===== config.mk =====
export PLATFORM = sky130hd
export DESIGN_NAME = char_lcd_parallel_write_sequencer
export DESIGN_NICKNAME = d
export VERILOG_FILES = /design/src/hdl/clps_pkg.sv /design/src/hdl/clps_front.sv /design/src/hdl/clps_fifo.sv /design/src/hdl/clps_back.sv /design/src/hdl/char_lcd_parallel_write_sequencer.sv
export VERILOG_INCLUDE_DIRS = /design/src /design/src/hdl
export SDC_FILE = /design/constraint.sdc
export NUM_CORES = 1
export LEC_CHECK = 0
export ABC_AREA = 1
export BUFFER_PORTS_ARGS = -buffer_cell sky130_fd_sc_hd__buf_2
export CORE_ASPECT_RATIO = 0.6
export CORE_UTILIZATION = 50
export CTS_CLUSTER_SIZE = 12
export DETAILED_ROUTE_END_ITERATION = 12
export PLACE_DENSITY_LB_ADDON = 0.3
export SYNTH_ARGS = -nofsm -noshare
export SYNTH_HDL_FRONTEND = slang
export SYNTH_SLANG_ARGS = --single-unit

===== constraint.sdc =====
create_clock -name clock -period 3.1 [get_ports clock]
set_input_delay 0.31 -clock clock [delete_from_list [all_inputs] [get_ports clock]]
set_output_delay 0.31 -clock clock [all_outputs]
set_load 0.02 [all_outputs]

===== src/hdl/assert_macros.svh =====
// Assertion macros for the RTL files; included by the top level.
// No dependencies; include by bare file name.
`ifndef ASSERT_MACROS_SVH
`define ASSERT_MACROS_SVH

// same-cycle implication
`define CLPS_ASSERT_IMP(name, clk, rst, pre, post) \
   name: assert property (@(posedge clk) disable iff (rst) (pre) |-> (post)) \
      else $error("assertion failed");

// next-cycle implication
`define CLPS_ASSERT_NXT(name, clk, rst, pre, post) \
   name: assert property (@(posedge clk) disable iff (rst) (pre) |=> (post)) \
      else $error("assertion failed");

`endif


===== src/hdl/clps_pkg.sv =====
// Package for the character LCD write sequencer: types, codes, constants.
// No dependencies.
package clps_pkg;

   localparam int WAIT_WIDTH = 8;
   localparam int FIFO_DEPTH = 2;
   localparam int FIFO_PTR_W = (FIFO_DEPTH > 1) ? $clog2(FIFO_DEPTH) : 1;
   localparam int FIFO_CNT_W = $clog2(FIFO_DEPTH + 1);

   localparam logic [2:0] CMD_TICK   = 3'd0;
   localparam logic [2:0] CMD_WR_CMD = 3'd1;
   localparam logic [2:0] CMD_WR_DAT = 3'd2;
   localparam logic [2:0] CMD_CURSOR = 3'd3;
   localparam logic [2:0] CMD_CLEAR  = 3'd4;
   localparam logic [2:0] CMD_INIT   = 3'd5;

   localparam logic [2:0] REG_POWER_UP   = 3'd0;
   localparam logic [2:0] REG_CMD_SETTLE = 3'd1;
   localparam logic [2:0] REG_INIT_GAP   = 3'd2;
   localparam logic [2:0] REG_CLEAR_WAIT = 3'd3;
   localparam logic [2:0] REG_FUNC_SET   = 3'd4;
   localparam logic [2:0] REG_DISP_CTRL  = 3'd5;

   localparam logic [7:0] BYTE_ENTRY_MODE = 8'h06;
   localparam logic [7:0] BYTE_CLEAR      = 8'h01;
   localparam logic [7:0] BYTE_DDRAM_ADDR = 8'h80;
   localparam logic [7:0] BYTE_LINE1_OFS  = 8'h40;

   localparam logic [2:0] INIT_STEP_NONE  = 3'd0;
   localparam logic [2:0] INIT_STEP_POWER = 3'd1;
   localparam logic [2:0] INIT_STEP_LAST  = 3'd6;

   typedef enum logic [1:0] {
      OP_NONE  = 2'd0,
      OP_TICK  = 2'd1,
      OP_WRITE = 2'd2,
      OP_INIT  = 2'd3
   } op_kind_type;

   typedef enum logic [1:0] {
      WK_SETTLE = 2'd0,
      WK_ONE    = 2'd1,
      WK_CLEAR  = 2'd2
   } wait_kind_type;

   typedef struct packed {
      op_kind_type   kind;
      logic          sel;
      logic [7:0]    data;
      wait_kind_type wait_kind;
   } op_type;

   typedef struct packed {
      logic [7:0] power_up;
      logic [3:0] cmd_settle;
      logic [5:0] init_gap;
      logic [5:0] clear_wait;
      logic [7:0] func_set;
      logic [7:0] disp_ctrl;
   } cfg_type;

   localparam longint unsigned WAIT_MAX = (64'd1 << WAIT_WIDTH) - 64'd1;

   function automatic logic [WAIT_WIDTH-1:0] sat_wait(input logic [8:0] v);
      if (64'(v) > WAIT_MAX) begin
         return '1;
      end
      return WAIT_WIDTH'(v);
   endfunction

endpackage


===== src/hdl/clps_front.sv =====
// Front end: accepts request transactions and classifies them into operations.
// Depends on clps_pkg.
module clps_front
   import clps_pkg::*;
(
   input  logic       clock,
   input  logic       reset,
   input  logic       req_valid,
   output logic       req_stall,
   input  logic [2:0] req_cmd,
   input  logic [7:0] req_byte_value,
   input  logic       req_line,
   input  logic [5:0] req_column,
   output logic       op_valid,
   output op_type     op_data,
   input  logic       op_ready
);

   logic   valid_ff, valid_in;
   op_type op_ff, op_in;
   logic   take;
   logic [7:0] cursor_byte;

   assign req_stall = valid_ff && !op_ready;
   assign take      = req_valid && !req_stall;
   assign cursor_byte = BYTE_DDRAM_ADDR + (req_line ? BYTE_LINE1_OFS : 8'h00)
                        + {2'b00, req_column};

   always_comb begin
      op_in.kind      = OP_NONE;
      op_in.sel       = 1'b0;
      op_in.data      = req_byte_value;
      op_in.wait_kind = WK_SETTLE;
      case (req_cmd)
         CMD_TICK: begin
            op_in.kind = OP_TICK;
         end
         CMD_WR_CMD: begin
            op_in.kind = OP_WRITE;
         end
         CMD_WR_DAT: begin
            op_in.kind      = OP_WRITE;
            op_in.sel       = 1'b1;
            op_in.wait_kind = WK_ONE;
         end
         CMD_CURSOR: begin
            op_in.kind = OP_WRITE;
            op_in.data = cursor_byte;
         end
         CMD_CLEAR: begin
            op_in.kind      = OP_WRITE;
            op_in.data      = BYTE_CLEAR;
            op_in.wait_kind = WK_CLEAR;
         end
         CMD_INIT: begin
            op_in.kind = OP_INIT;
         end
         default: begin
            op_in.kind = OP_NONE;
         end
      endcase
   end

   assign valid_in = take ? 1'b1 : (op_ready ? 1'b0 : valid_ff);

   always_ff @(posedge clock) begin
      if (reset) begin
         valid_ff <= 1'b0;
      end else begin
         valid_ff <= valid_in;
      end
      if (take) begin
         op_ff <= op_in;
      end
   end

   assign op_valid = valid_ff;
   assign op_data  = op_ff;

endmodule


===== src/hdl/clps_fifo.sv =====
// Short operation queue between front end and sequencer back end.
// Depends on clps_pkg.
module clps_fifo
   import clps_pkg::*;
(
   input  logic   clock,
   input  logic   reset,
   input  logic   push,
   input  op_type push_data,
   output logic   not_full,
   input  logic   pop,
   output logic   not_empty,
   output op_type pop_data
);

   op_type                 mem [FIFO_DEPTH];
   logic [FIFO_PTR_W-1:0]  wr_ptr_ff, wr_ptr_in;
   logic [FIFO_PTR_W-1:0]  rd_ptr_ff, rd_ptr_in;
   logic [FIFO_CNT_W-1:0]  count_ff, count_in;
   logic                   do_push, do_pop;

   assign not_full  = count_ff != FIFO_CNT_W'(FIFO_DEPTH);
   assign not_empty = count_ff != '0;
   assign do_push   = push && not_full;
   assign do_pop    = pop && not_empty;
   assign pop_data  = mem[rd_ptr_ff];

   always_comb begin
      wr_ptr_in = wr_ptr_ff;
      rd_ptr_in = rd_ptr_ff;
      count_in  = count_ff;
      if (do_push) begin
         wr_ptr_in = (wr_ptr_ff == FIFO_PTR_W'(FIFO_DEPTH - 1)) ? '0 : wr_ptr_ff + 1'b1;
      end
      if (do_pop) begin
         rd_ptr_in = (rd_ptr_ff == FIFO_PTR_W'(FIFO_DEPTH - 1)) ? '0 : rd_ptr_ff + 1'b1;
      end
      if (do_push && !do_pop) begin
         count_in = count_ff + 1'b1;
      end else if (do_pop && !do_push) begin
         count_in = count_ff - 1'b1;
      end
   end

   always_ff @(posedge clock) begin
      if (reset) begin
         wr_ptr_ff <= '0;
         rd_ptr_ff <= '0;
         count_ff  <= '0;
      end else begin
         wr_ptr_ff <= wr_ptr_in;
         rd_ptr_ff <= rd_ptr_in;
         count_ff  <= count_in;
      end
      if (do_push) begin
         mem[wr_ptr_ff] <= push_data;
      end
   end

endmodule


===== src/hdl/clps_back.sv =====
// Back end: bus phase sequencer, init sequence and result register.
// Depends on clps_pkg.
module clps_back
   import clps_pkg::*;
(
   input  logic       clock,
   input  logic       reset,
   input  cfg_type    cfg,
   input  logic       op_valid,
   input  op_type     op_data,
   output logic       op_pop,
   output logic       rsp_valid,
   input  logic       rsp_stall,
   output logic       rsp_rs_pin,
   output logic       rsp_rw_pin,
   output logic       rsp_en_pin,
   output logic [7:0] rsp_bus_byte,
   output logic       rsp_busy_res,
   output logic       rsp_rejected
);

   typedef enum logic [4:0] {
      PH_IDLE   = 5'b00001,
      PH_SETUP  = 5'b00010,
      PH_DATA   = 5'b00100,
      PH_STROBE = 5'b01000,
      PH_SETTLE = 5'b10000
   } phase_type;

   phase_type             phase_ff, phase_in;
   logic [WAIT_WIDTH-1:0] wait_ff, wait_in;
   logic [7:0]            held_byte_ff, held_byte_in;
   logic                  held_sel_ff, held_sel_in;
   logic [2:0]            step_ff, step_in;
   logic [7:0]            bus_ff, bus_in;
   logic                  en_ff, en_in;
   logic                  rs_ff, rs_in;
   logic                  rej;

   logic                  out_valid_ff;
   logic                  out_rs_ff, out_en_ff, out_busy_ff, out_rej_ff;
   logic [7:0]            out_bus_ff;

   logic [2:0]            init_k;
   logic [7:0]            init_byte;
   logic [8:0]            init_wait;
   logic [8:0]            req_wait;

   assign op_pop = op_valid && (!out_valid_ff || !rsp_stall);

   assign init_k = step_ff - 3'd1;

   always_comb begin
      init_wait = {5'b0, cfg.cmd_settle} + {3'b0, cfg.init_gap};
      if (init_k < 3'd3) begin
         init_byte = cfg.func_set;
      end else if (init_k == 3'd3) begin
         init_byte = cfg.disp_ctrl;
      end else if (init_k == 3'd4) begin
         init_byte = BYTE_ENTRY_MODE;
      end else begin
         init_byte = BYTE_CLEAR;
         init_wait = {5'b0, cfg.cmd_settle} + {3'b0, cfg.clear_wait};
      end
   end

   always_comb begin
      case (op_data.wait_kind)
         WK_SETTLE: req_wait = {5'b0, cfg.cmd_settle};
         WK_ONE:    req_wait = 9'd1;
         WK_CLEAR:  req_wait = {5'b0, cfg.cmd_settle} + {3'b0, cfg.clear_wait};
         default:   req_wait = {5'b0, cfg.cmd_settle};
      endcase
   end

   always_comb begin
      phase_in     = phase_ff;
      wait_in      = wait_ff;
      held_byte_in = held_byte_ff;
      held_sel_in  = held_sel_ff;
      step_in      = step_ff;
      bus_in       = bus_ff;
      en_in        = en_ff;
      rs_in        = rs_ff;
      rej          = 1'b0;
      case (op_data.kind)
         OP_TICK: begin
            case (phase_ff)
               PH_SETUP: begin
                  bus_in   = held_byte_ff;
                  phase_in = PH_DATA;
               end
               PH_DATA: begin
                  en_in    = 1'b1;
                  phase_in = PH_STROBE;
               end
               PH_STROBE: begin
                  en_in    = 1'b0;
                  phase_in = PH_SETTLE;
               end
               PH_SETTLE: begin
                  if (wait_ff > WAIT_WIDTH'(1)) begin
                     wait_in = wait_ff - 1'b1;
                  end else if (step_ff >= INIT_STEP_POWER && step_ff <= INIT_STEP_LAST) begin
                     step_in      = step_ff + 3'd1;
                     held_sel_in  = 1'b0;
                     held_byte_in = init_byte;
                     rs_in        = 1'b0;
                     en_in        = 1'b0;
                     wait_in      = sat_wait(init_wait);
                     phase_in     = PH_SETUP;
                  end else begin
                     wait_in  = '0;
                     step_in  = INIT_STEP_NONE;
                     phase_in = PH_IDLE;
                  end
               end
               default: begin
                  phase_in = PH_IDLE;
               end
            endcase
         end
         OP_WRITE: begin
            if (phase_ff != PH_IDLE) begin
               rej = 1'b1;
            end else begin
               held_sel_in  = op_data.sel;
               held_byte_in = op_data.data;
               rs_in        = op_data.sel;
               en_in        = 1'b0;
               wait_in      = sat_wait(req_wait);
               phase_in     = PH_SETUP;
            end
         end
         OP_INIT: begin
            if (phase_ff != PH_IDLE) begin
               rej = 1'b1;
            end else begin
               step_in  = INIT_STEP_POWER;
               wait_in  = sat_wait({1'b0, cfg.power_up});
               phase_in = PH_SETTLE;
            end
         end
         default: begin
            rej = 1'b0;
         end
      endcase
   end

   always_ff @(posedge clock) begin
      if (reset) begin
         phase_ff     <= PH_IDLE;
         wait_ff      <= '0;
         held_byte_ff <= '0;
         held_sel_ff  <= 1'b0;
         step_ff      <= INIT_STEP_NONE;
         bus_ff       <= '0;
         en_ff        <= 1'b0;
         rs_ff        <= 1'b0;
         out_valid_ff <= 1'b0;
      end else begin
         if (op_pop) begin
            phase_ff     <= phase_in;
            wait_ff      <= wait_in;
            held_byte_ff <= held_byte_in;
            held_sel_ff  <= held_sel_in;
            step_ff      <= step_in;
            bus_ff       <= bus_in;
            en_ff        <= en_in;
            rs_ff        <= rs_in;
            out_valid_ff <= 1'b1;
         end else if (!rsp_stall) begin
            out_valid_ff <= 1'b0;
         end
      end
      if (op_pop) begin
         out_rs_ff   <= rs_in;
         out_en_ff   <= en_in;
         out_bus_ff  <= bus_in;
         out_busy_ff <= phase_in != PH_IDLE;
         out_rej_ff  <= rej;
      end
   end

   assign rsp_valid    = out_valid_ff;
   assign rsp_rs_pin   = out_rs_ff;
   assign rsp_rw_pin   = 1'b0;
   assign rsp_en_pin   = out_en_ff;
   assign rsp_bus_byte = out_bus_ff;
   assign rsp_busy_res = out_busy_ff;
   assign rsp_rejected = out_rej_ff;

endmodule


===== src/hdl/char_lcd_parallel_write_sequencer.sv =====
// Character LCD 8-bit parallel write sequencer, top level.
// Path from request transaction to result valid: front reg, queue, result reg.
// Throughput: one transaction per cycle while neither rsp_stall nor a full queue holds the flow.
// Reset: synchronous; sequencer idle, result valid low, queue empty, config registers to defaults.
// Depends on clps_pkg, clps_front, clps_fifo, clps_back, assert_macros.svh.
`include "assert_macros.svh"
module char_lcd_parallel_write_sequencer
   import clps_pkg::*;
(
   input  logic       clock,
   input  logic       reset,
   input  logic       req_valid,
   output logic       req_stall,
   input  logic [2:0] req_cmd,
   input  logic [7:0] req_byte_value,
   input  logic       req_line,
   input  logic [5:0] req_column,
   output logic       rsp_valid,
   input  logic       rsp_stall,
   output logic       rsp_rs_pin,
   output logic       rsp_rw_pin,
   output logic       rsp_en_pin,
   output logic [7:0] rsp_bus_byte,
   output logic       rsp_busy_res,
   output logic       rsp_rejected,
   input  logic       csr_valid,
   output logic       csr_ready,
   input  logic [2:0] csr_index,
   input  logic [7:0] csr_wdata
);

   cfg_type cfg_ff;
   logic    front_valid;
   op_type  front_op;
   logic    fifo_not_full;
   logic    fifo_not_empty;
   op_type  fifo_op;
   logic    back_pop;

   assign csr_ready = 1'b1;

   always_ff @(posedge clock) begin
      if (reset) begin
         cfg_ff.power_up   <= 8'd50;
         cfg_ff.cmd_settle <= 4'd2;
         cfg_ff.init_gap   <= 6'd5;
         cfg_ff.clear_wait <= 6'd10;
         cfg_ff.func_set   <= 8'h38;
         cfg_ff.disp_ctrl  <= 8'h0C;
      end else if (csr_valid && csr_ready) begin
         case (csr_index)
            REG_POWER_UP:   cfg_ff.power_up   <= csr_wdata;
            REG_CMD_SETTLE: cfg_ff.cmd_settle <= csr_wdata[3:0];
            REG_INIT_GAP:   cfg_ff.init_gap   <= csr_wdata[5:0];
            REG_CLEAR_WAIT: cfg_ff.clear_wait <= csr_wdata[5:0];
            REG_FUNC_SET:   cfg_ff.func_set   <= csr_wdata;
            REG_DISP_CTRL:  cfg_ff.disp_ctrl  <= csr_wdata;
            default: ;
         endcase
      end
   end

   clps_front u_front (
      .clock          (clock),
      .reset          (reset),
      .req_valid      (req_valid),
      .req_stall      (req_stall),
      .req_cmd        (req_cmd),
      .req_byte_value (req_byte_value),
      .req_line       (req_line),
      .req_column     (req_column),
      .op_valid       (front_valid),
      .op_data        (front_op),
      .op_ready       (fifo_not_full)
   );

   clps_fifo u_fifo (
      .clock     (clock),
      .reset     (reset),
      .push      (front_valid),
      .push_data (front_op),
      .not_full  (fifo_not_full),
      .pop       (back_pop),
      .not_empty (fifo_not_empty),
      .pop_data  (fifo_op)
   );

   clps_back u_back (
      .clock        (clock),
      .reset        (reset),
      .cfg          (cfg_ff),
      .op_valid     (fifo_not_empty),
      .op_data      (fifo_op),
      .op_pop       (back_pop),
      .rsp_valid    (rsp_valid),
      .rsp_stall    (rsp_stall),
      .rsp_rs_pin   (rsp_rs_pin),
      .rsp_rw_pin   (rsp_rw_pin),
      .rsp_en_pin   (rsp_en_pin),
      .rsp_bus_byte (rsp_bus_byte),
      .rsp_busy_res (rsp_busy_res),
      .rsp_rejected (rsp_rejected)
   );

   `CLPS_ASSERT_IMP(a_rej_busy, clock, reset, rsp_valid && rsp_rejected, rsp_busy_res)
   `CLPS_ASSERT_IMP(a_en_busy, clock, reset, rsp_valid && rsp_en_pin, rsp_busy_res)
   `CLPS_ASSERT_IMP(a_pop_has_data, clock, reset, back_pop, fifo_not_empty)
   `CLPS_ASSERT_NXT(a_stall_full, clock, reset, req_stall, front_valid)

endmodule

# [Yosys cells after proc, flatten, opt, wreduce, memory -nomap -nowiden]
# Memory sizes are Yosys's and may differ from the RTL's. A register that Yosys moved wholly into a read port is not among the register bits.
# Cells that the tools add are included.
[word_totals] reg_bits=105 ram_bits=26 inputBits=34 output_inout_bits=16 elab_cells=180 memories=1
[memory_table] memory="u_fifo.mem" depth=2 word_bits=13 read_ports=1 rd_clocked_by_memory_dff=1 wr=1 line="clps_fifo.sv:16" rtl="op_type mem [FIFO_DEPTH];"
[classes] add_sub_neg=11 magnitude_cmp=6 n_eq_ne=30 muxes=71 reduce_logical=34
[ops] operator="$mux 8" n=17
[ops] operator="$pmux 8 s2" n=2
[ops] operator="$mux 1" n=27
[ops] operator="$mux 9" n=3
[ops] operator="$pmux 8 s3" n=1
[ops] operator="$pmux 5 s4" n=1
[ops] operator="$gt 9x8->1 const B" n=2
[ops] operator="$pmux 9 s2" n=1
[ops] operator="$eq 3x2->1 const B" n=5
[ops] operator="$eq 3x3->1 const B" n=5
[ops] operator="$mux 3" n=5
[ops] operator="$mux 5" n=3
[ops] operator="$pmux 5 s3" n=1
[ops] operator="$add 4x6->7" n=2
[ops] operator="$reduce_and 2->1" n=6
[ops] operator="$ne 5x1->1 const B" n=2
[ops] operator="$reduce_and 5->1" n=2
[ops] operator="$reduce_bool 2->1" n=5
[ops] operator="$add 8x6->8" n=1
[ops] operator="$add 8x8->8 const A" n=1
[ops] operator="$gt 8x1->1 const B" n=1
[ops] operator="$logic_and 1x1->1" n=8
[ops] operator="$ne 2x2->1 const B" n=4
[ops] operator="$sub 8x1->8 const B" n=1
[ops] operator="30 further kinds" n=46

# [Depth between registers and ports, before layout]
[logic_depth] ltp_word=16 mapped_depth=16 mapped_depth_nobuf=15

# [Modules after synthesis]
# A second synthesis with hierarchy kept.
[unflattened] cells_unflattened=916 area_unflattened_um2=6975.4
[by_module_without_submodules] mod="clps_back" instances=1 cells_per_inst=546 area_per_inst_um2=3510.9 seq_area_each_um2=1061.0
[by_module_without_submodules] mod="char_lcd_parallel_write_sequencer" instances=1 cells_per_inst=235 area_per_inst_um2=1622.8 seq_area_each_um2=800.8
[by_module_without_submodules] mod="clps_fifo" instances=1 cells_per_inst=77 area_per_inst_um2=1219.9 seq_area_each_um2=880.8
[by_module_without_submodules] mod="clps_front" instances=1 cells_per_inst=58 area_per_inst_um2=621.8 seq_area_each_um2=410.4

# [Worst setup path before layout]
# OpenSTA, ideal clock, no wires.
[synth_timing] kind="register -> register" startpoint="register (tool-made name)" endpoint="register u_back.out_busy_ff (netlist: u_back.rsp_busy_res), data pin" setup_time_ps=264 arrival_ps=2162 path_slack_ps=674 path_stages_with_launch=15 path_cell_list="dfxtp_1 inv_1 clkbuf_1 or2_2 o21ai_0 inv_1 ha_1 nor2_1 inv_1 nor2_1 nor2_1 a21oi_1 nand2_1 a21oi_1 nand3_1"
[synth_rtl] item="end signal: assignment" line="clps_back.sv:180" rtl="out_busy_ff <= phase_in != PH_IDLE;"
[synth_rtl] item="end: declaration" line="clps_back.sv:41" rtl="logic out_rs_ff, out_en_ff, out_busy_ff, out_rej_ff;"

==> flow_metrics.py <==
metrics = {
    "outcome": {
        "status": "completed",
    },
    "finish": {
        "post_layout_nonfiller_instances": 1079,
        "num-nets-final": 954,
        "drive_above_1_share_pct": 13.2,
        "n_fill_cell": 1164,
        "final_core_util_pct": 59.2,
        "regArea_mm2": 0.00315,
        "multiInputGateArea_mm2": 0.00288,
        "area_growth_syn_to_layout_pct": 15.1,
        "diodes": 0,
        "fin_area_mm2": 0.00763,
    },
    "global_routing": {
        "grt_pass1_vias": 4942,
        "grt_pass1_wl_mm": 25.1,
        "overflow": 0,
        "antenna_found_initial": 0,
        "grt_max_degree": 25,
        "grt.total_usage_pct": 24.0,
    },
    "synth": {
        "synth_top_family_by_area": "simple AND/OR/NAND/NOR gates",
        "synth_xor_area_share_pct": 1.17,
        "netlist_area_mm2": 0.00663,
        "synth_top_area_share_pct": 24.5,
        "synth_edf_count": 51,
        "muxShareOfSynthArea_pct": 0,
        "synth.area.top_cells": "dfxtp_1 24%, edfxtp_1 23%, nand2_1 8.0%",
        "synth-simple-area-share_pct": 22.1,
        "synth_cell_types": 40,
        "synth_top_area_cell": "dfxtp_1",
        "syn_nets": 899,
        "synthAdderAreaFrac_pct": 4.76,
        "syn_area_per_cell_um2": 7.88,
        "async_flop_share_pct": 0,
        "synth_compound_area_share_pct": 15.3,
        "yosys_warnings": 0,
        "synth_ff_type": "dfxtp_1",
        "ys_ff_latch": 132,
        "syn_inst": 841,
        "ys_seq_area_share_pct": 47.6,
    },
    "drt": {
        "remaining_drc_errors": 0,
        "wl_per_cell_um": 14.2,
        "vias": 5621,
        "first_iter_violations": 569,
        "vias_per_cell": 5.21,
        "drt-total-wl_mm": 15.3,
        "first_pass_iters": 6,
        "ant_nets": 0,
    },
    "timing": {
        "relSlewSlack_pct": 44.0,
        "finalCritPeriodShare_pct": 83.8,
        "worst_slew_pin_slew_ps": 838,
        "setup_violations": 0,
        "tns_ps": 0,
        "period_needed_ps": 2600,
        "worst_slack_ps": 502,
        "rsz0062_at_grt": "no",
        "skew_ps": 11.6,
        "fmax_ghz": 0.385,
        "finalHoldViolations": 0,
        "maxSlewViolCount": 0,
    },
    "placed_design": {
        "post-dp-hpwl_mm": 11.3,
        "dp_slack_ps": 587,
        "place_inst": 1047,
        "portBuffers": 47,
        "place.gp.congestion": 0.953,
        "placed_area_mm2": 0.00706,
    },
    "clocking": {
        "path_clk_slew_ps": 60,
        "ctsResizeCount": 0,
        "cts_tree": "done",
        "numClockSinks": 132,
        "cts_inserted_buffers": 17,
        "postCtsSetupBuffers": 0,
        "cts-root-buf": "clkbuf_16",
        "htree_levels": 4,
        "postCtsHoldBufs": 0,
        "cts.path.max_buffers": 2,
        "clock_latency_ps": 420,
    },
    "critical_path": {
        "cp_max_fo": 9,
        "critPathKind": "register to register",
        "cp-end-kind": "register",
        "arrival_ps": 2750,
        "cp.required_ps": 3260,
        "r2r_cells": 13,
        "critPathLaunchType": "register",
    },
    "floorplan": {
        "floorplan.initialDensity_pct": 51.4,
        "core_area_mm2": 0.0129,
        "die_h_um": 91.2,
        "std_cell_rows": 32,
        "io_pins": 50,
        "die_w_um": 151,
        "die_area_mm2": 0.0137,
    },
    "power_and_ir_drop": {
        "p_leak_uw": 0.00345,
        "peakVddDrop_v": 0.000466,
        "pwr_density_cell_mw_per_mm2": 935,
    },
    "job": {
        "drv_cap": 0,
    },
    "worst_hold_path": {
        "worst_hold_path.num_cells": 3,
        "hold_class": "input pin to register",
    },
}
worst max-delay path, cell delays in order (launching register included):
cell and delay, ps:
dfxtp_1 340, inv_1 90, or2_2 270, o21ai_0 160
inv_1 120, ha_1 310, nor2_1 190, inv_1 100
nor2_1 230, nor2_1 70, a21oi_1 170, nand2_1 80
a21oi_1 120, nand3_1 90
layout by cell type, fill, tap and decap left out, types with 2 or more instances in the layout:
cell type,Yosys,layout
clkbuf_16,0,17
o21ai_1,2,2
nand3_1,38,38
nor2_4,2,2
inv_1,125,125
xnor2_1,3,3
clkinv_1,1,2
nand2_2,7,7
nand4_1,13,13
conb_1,2,2
nor2_2,5,5
a22o_1,6,6
buf_4,3,14
nand3b_1,3,3
nor2_1,113,113
xor2_1,4,4
edfxtp_1,51,51
o211ai_1,10,10
o21ai_2,2,2
nand2_1,141,141
fa_1,2,2
a21oi_1,56,56
buf_2,3,47
o22ai_1,7,7
clkinv_2,0,2
or2_2,5,5
nor3_1,4,4
ha_1,22,22
inv_6,0,8
nand3_2,3,3
dfxtp_1,81,81
o21ai_0,99,99
Yosys cell counts, types with 3 or more instances:
master,n
a22o_1,6
nand3_1,38
clkbuf_1,18
nand2_2,7
buf_4,3
inv_1,125
nor3_1,4
o22ai_1,7
nand4_1,13
xnor2_1,3
nand3_2,3
o211ai_1,10
ha_1,22
buf_2,3
nor2_1,113
nand3b_1,3
o21ai_0,99
nor2_2,5
nand2_1,141
or2_2,5
a21oi_1,56
xor2_1,4
dfxtp_1,81
edfxtp_1,51
report_power, final:
| group | switching [µW] | leakage [µW] | total [µW] | internal (µW) |
|---|---|---|---|---|
| sequential | 200 | 0.00115 | 2410 | 2210 |
| clock | 809 | 0.000280 | 1930 | 1120 |
| combinational | 1880 | 0.00202 | 2790 | 912 |
kinds of logic (layout without fill, tap and decap cells):
family / Yosys count / count (layout)
adder cells (fa/ha/maj): 24 / 24
buffers and inverters: 152 / 220
XOR/XNOR: 8 / 8
AND/OR/NAND/NOR: 336 / 336
other: 2 / 2
flip-flops: 132 / 132
AO/OA/AOI/OAI: 187 / 187
flip-flops by register name (all words and copies together), names as in the netlist, named ones only:
signal               count
u_front.op_data         13
u_back.en_ff             1
u_fifo.wr_ptr_ff         1
u_back.phase_ff          5
cfg_ff                  40
u_back.rsp_rs_pin        1
u_back.held_byte_ff      8
u_back.wait_ff           8
u_back.rsp_valid         1
u_back.rs_ff             1
u_back.rsp_bus_byte      8
u_fifo.mem              26
u_back.step_ff           3
u_back.rsp_rejected      1
u_back.rsp_busy_res      1
u_back.rsp_en_pin        1
u_fifo.count_ff          2
u_front.op_valid         1
u_fifo.rd_ptr_ff         1
u_back.bus_ff            8
routing by layer:
| metal | GRT usage, % | wire [µm] | part of all wire [%] |
|---|---|---|---|
| met5 | 0 | 0 | 0 |
| met4 | 7.17 | 203 | 1.3 |
| met3 | 4.97 | 1140 | 7.4 |
| met2 | 30.3 | 5700 | 37 |
| met1 | 39.3 | 8290 | 54 |
final cells by class:
class	count	share of cell area (%)
flip-flops and latches	132	41.3
clock buffers	17	5.58
clock inverters	15	1.85
repair buffers	61	4.46
inverters	127	6.25
multi-input cells	557	37.7
well taps	170	2.79
per-stage QoR:
step | hold slack [ps] | total power [µW]
after global placement | 428 | 5140
after detailed placement | 433 | 5170
after floorplan | 421 | 4450
after CTS | 159 | 7120
after global routing | 160 | 7610
final | 164 | 7130
path summary, 6_finish.rpt:
kind	startpoint	end	slack, ps
worst max-delay path	register	u_back.rsp_busy_res	500
worst min-delay path	req_byte_value[7]	u_front.op_data[9]	160
worst max register to register	register	u_back.rsp_busy_res	500
worst min register to register	u_front.op_data[1]	u_fifo.mem[1][1]	450
No activity file was read; power rests on OpenSTA's default activity.
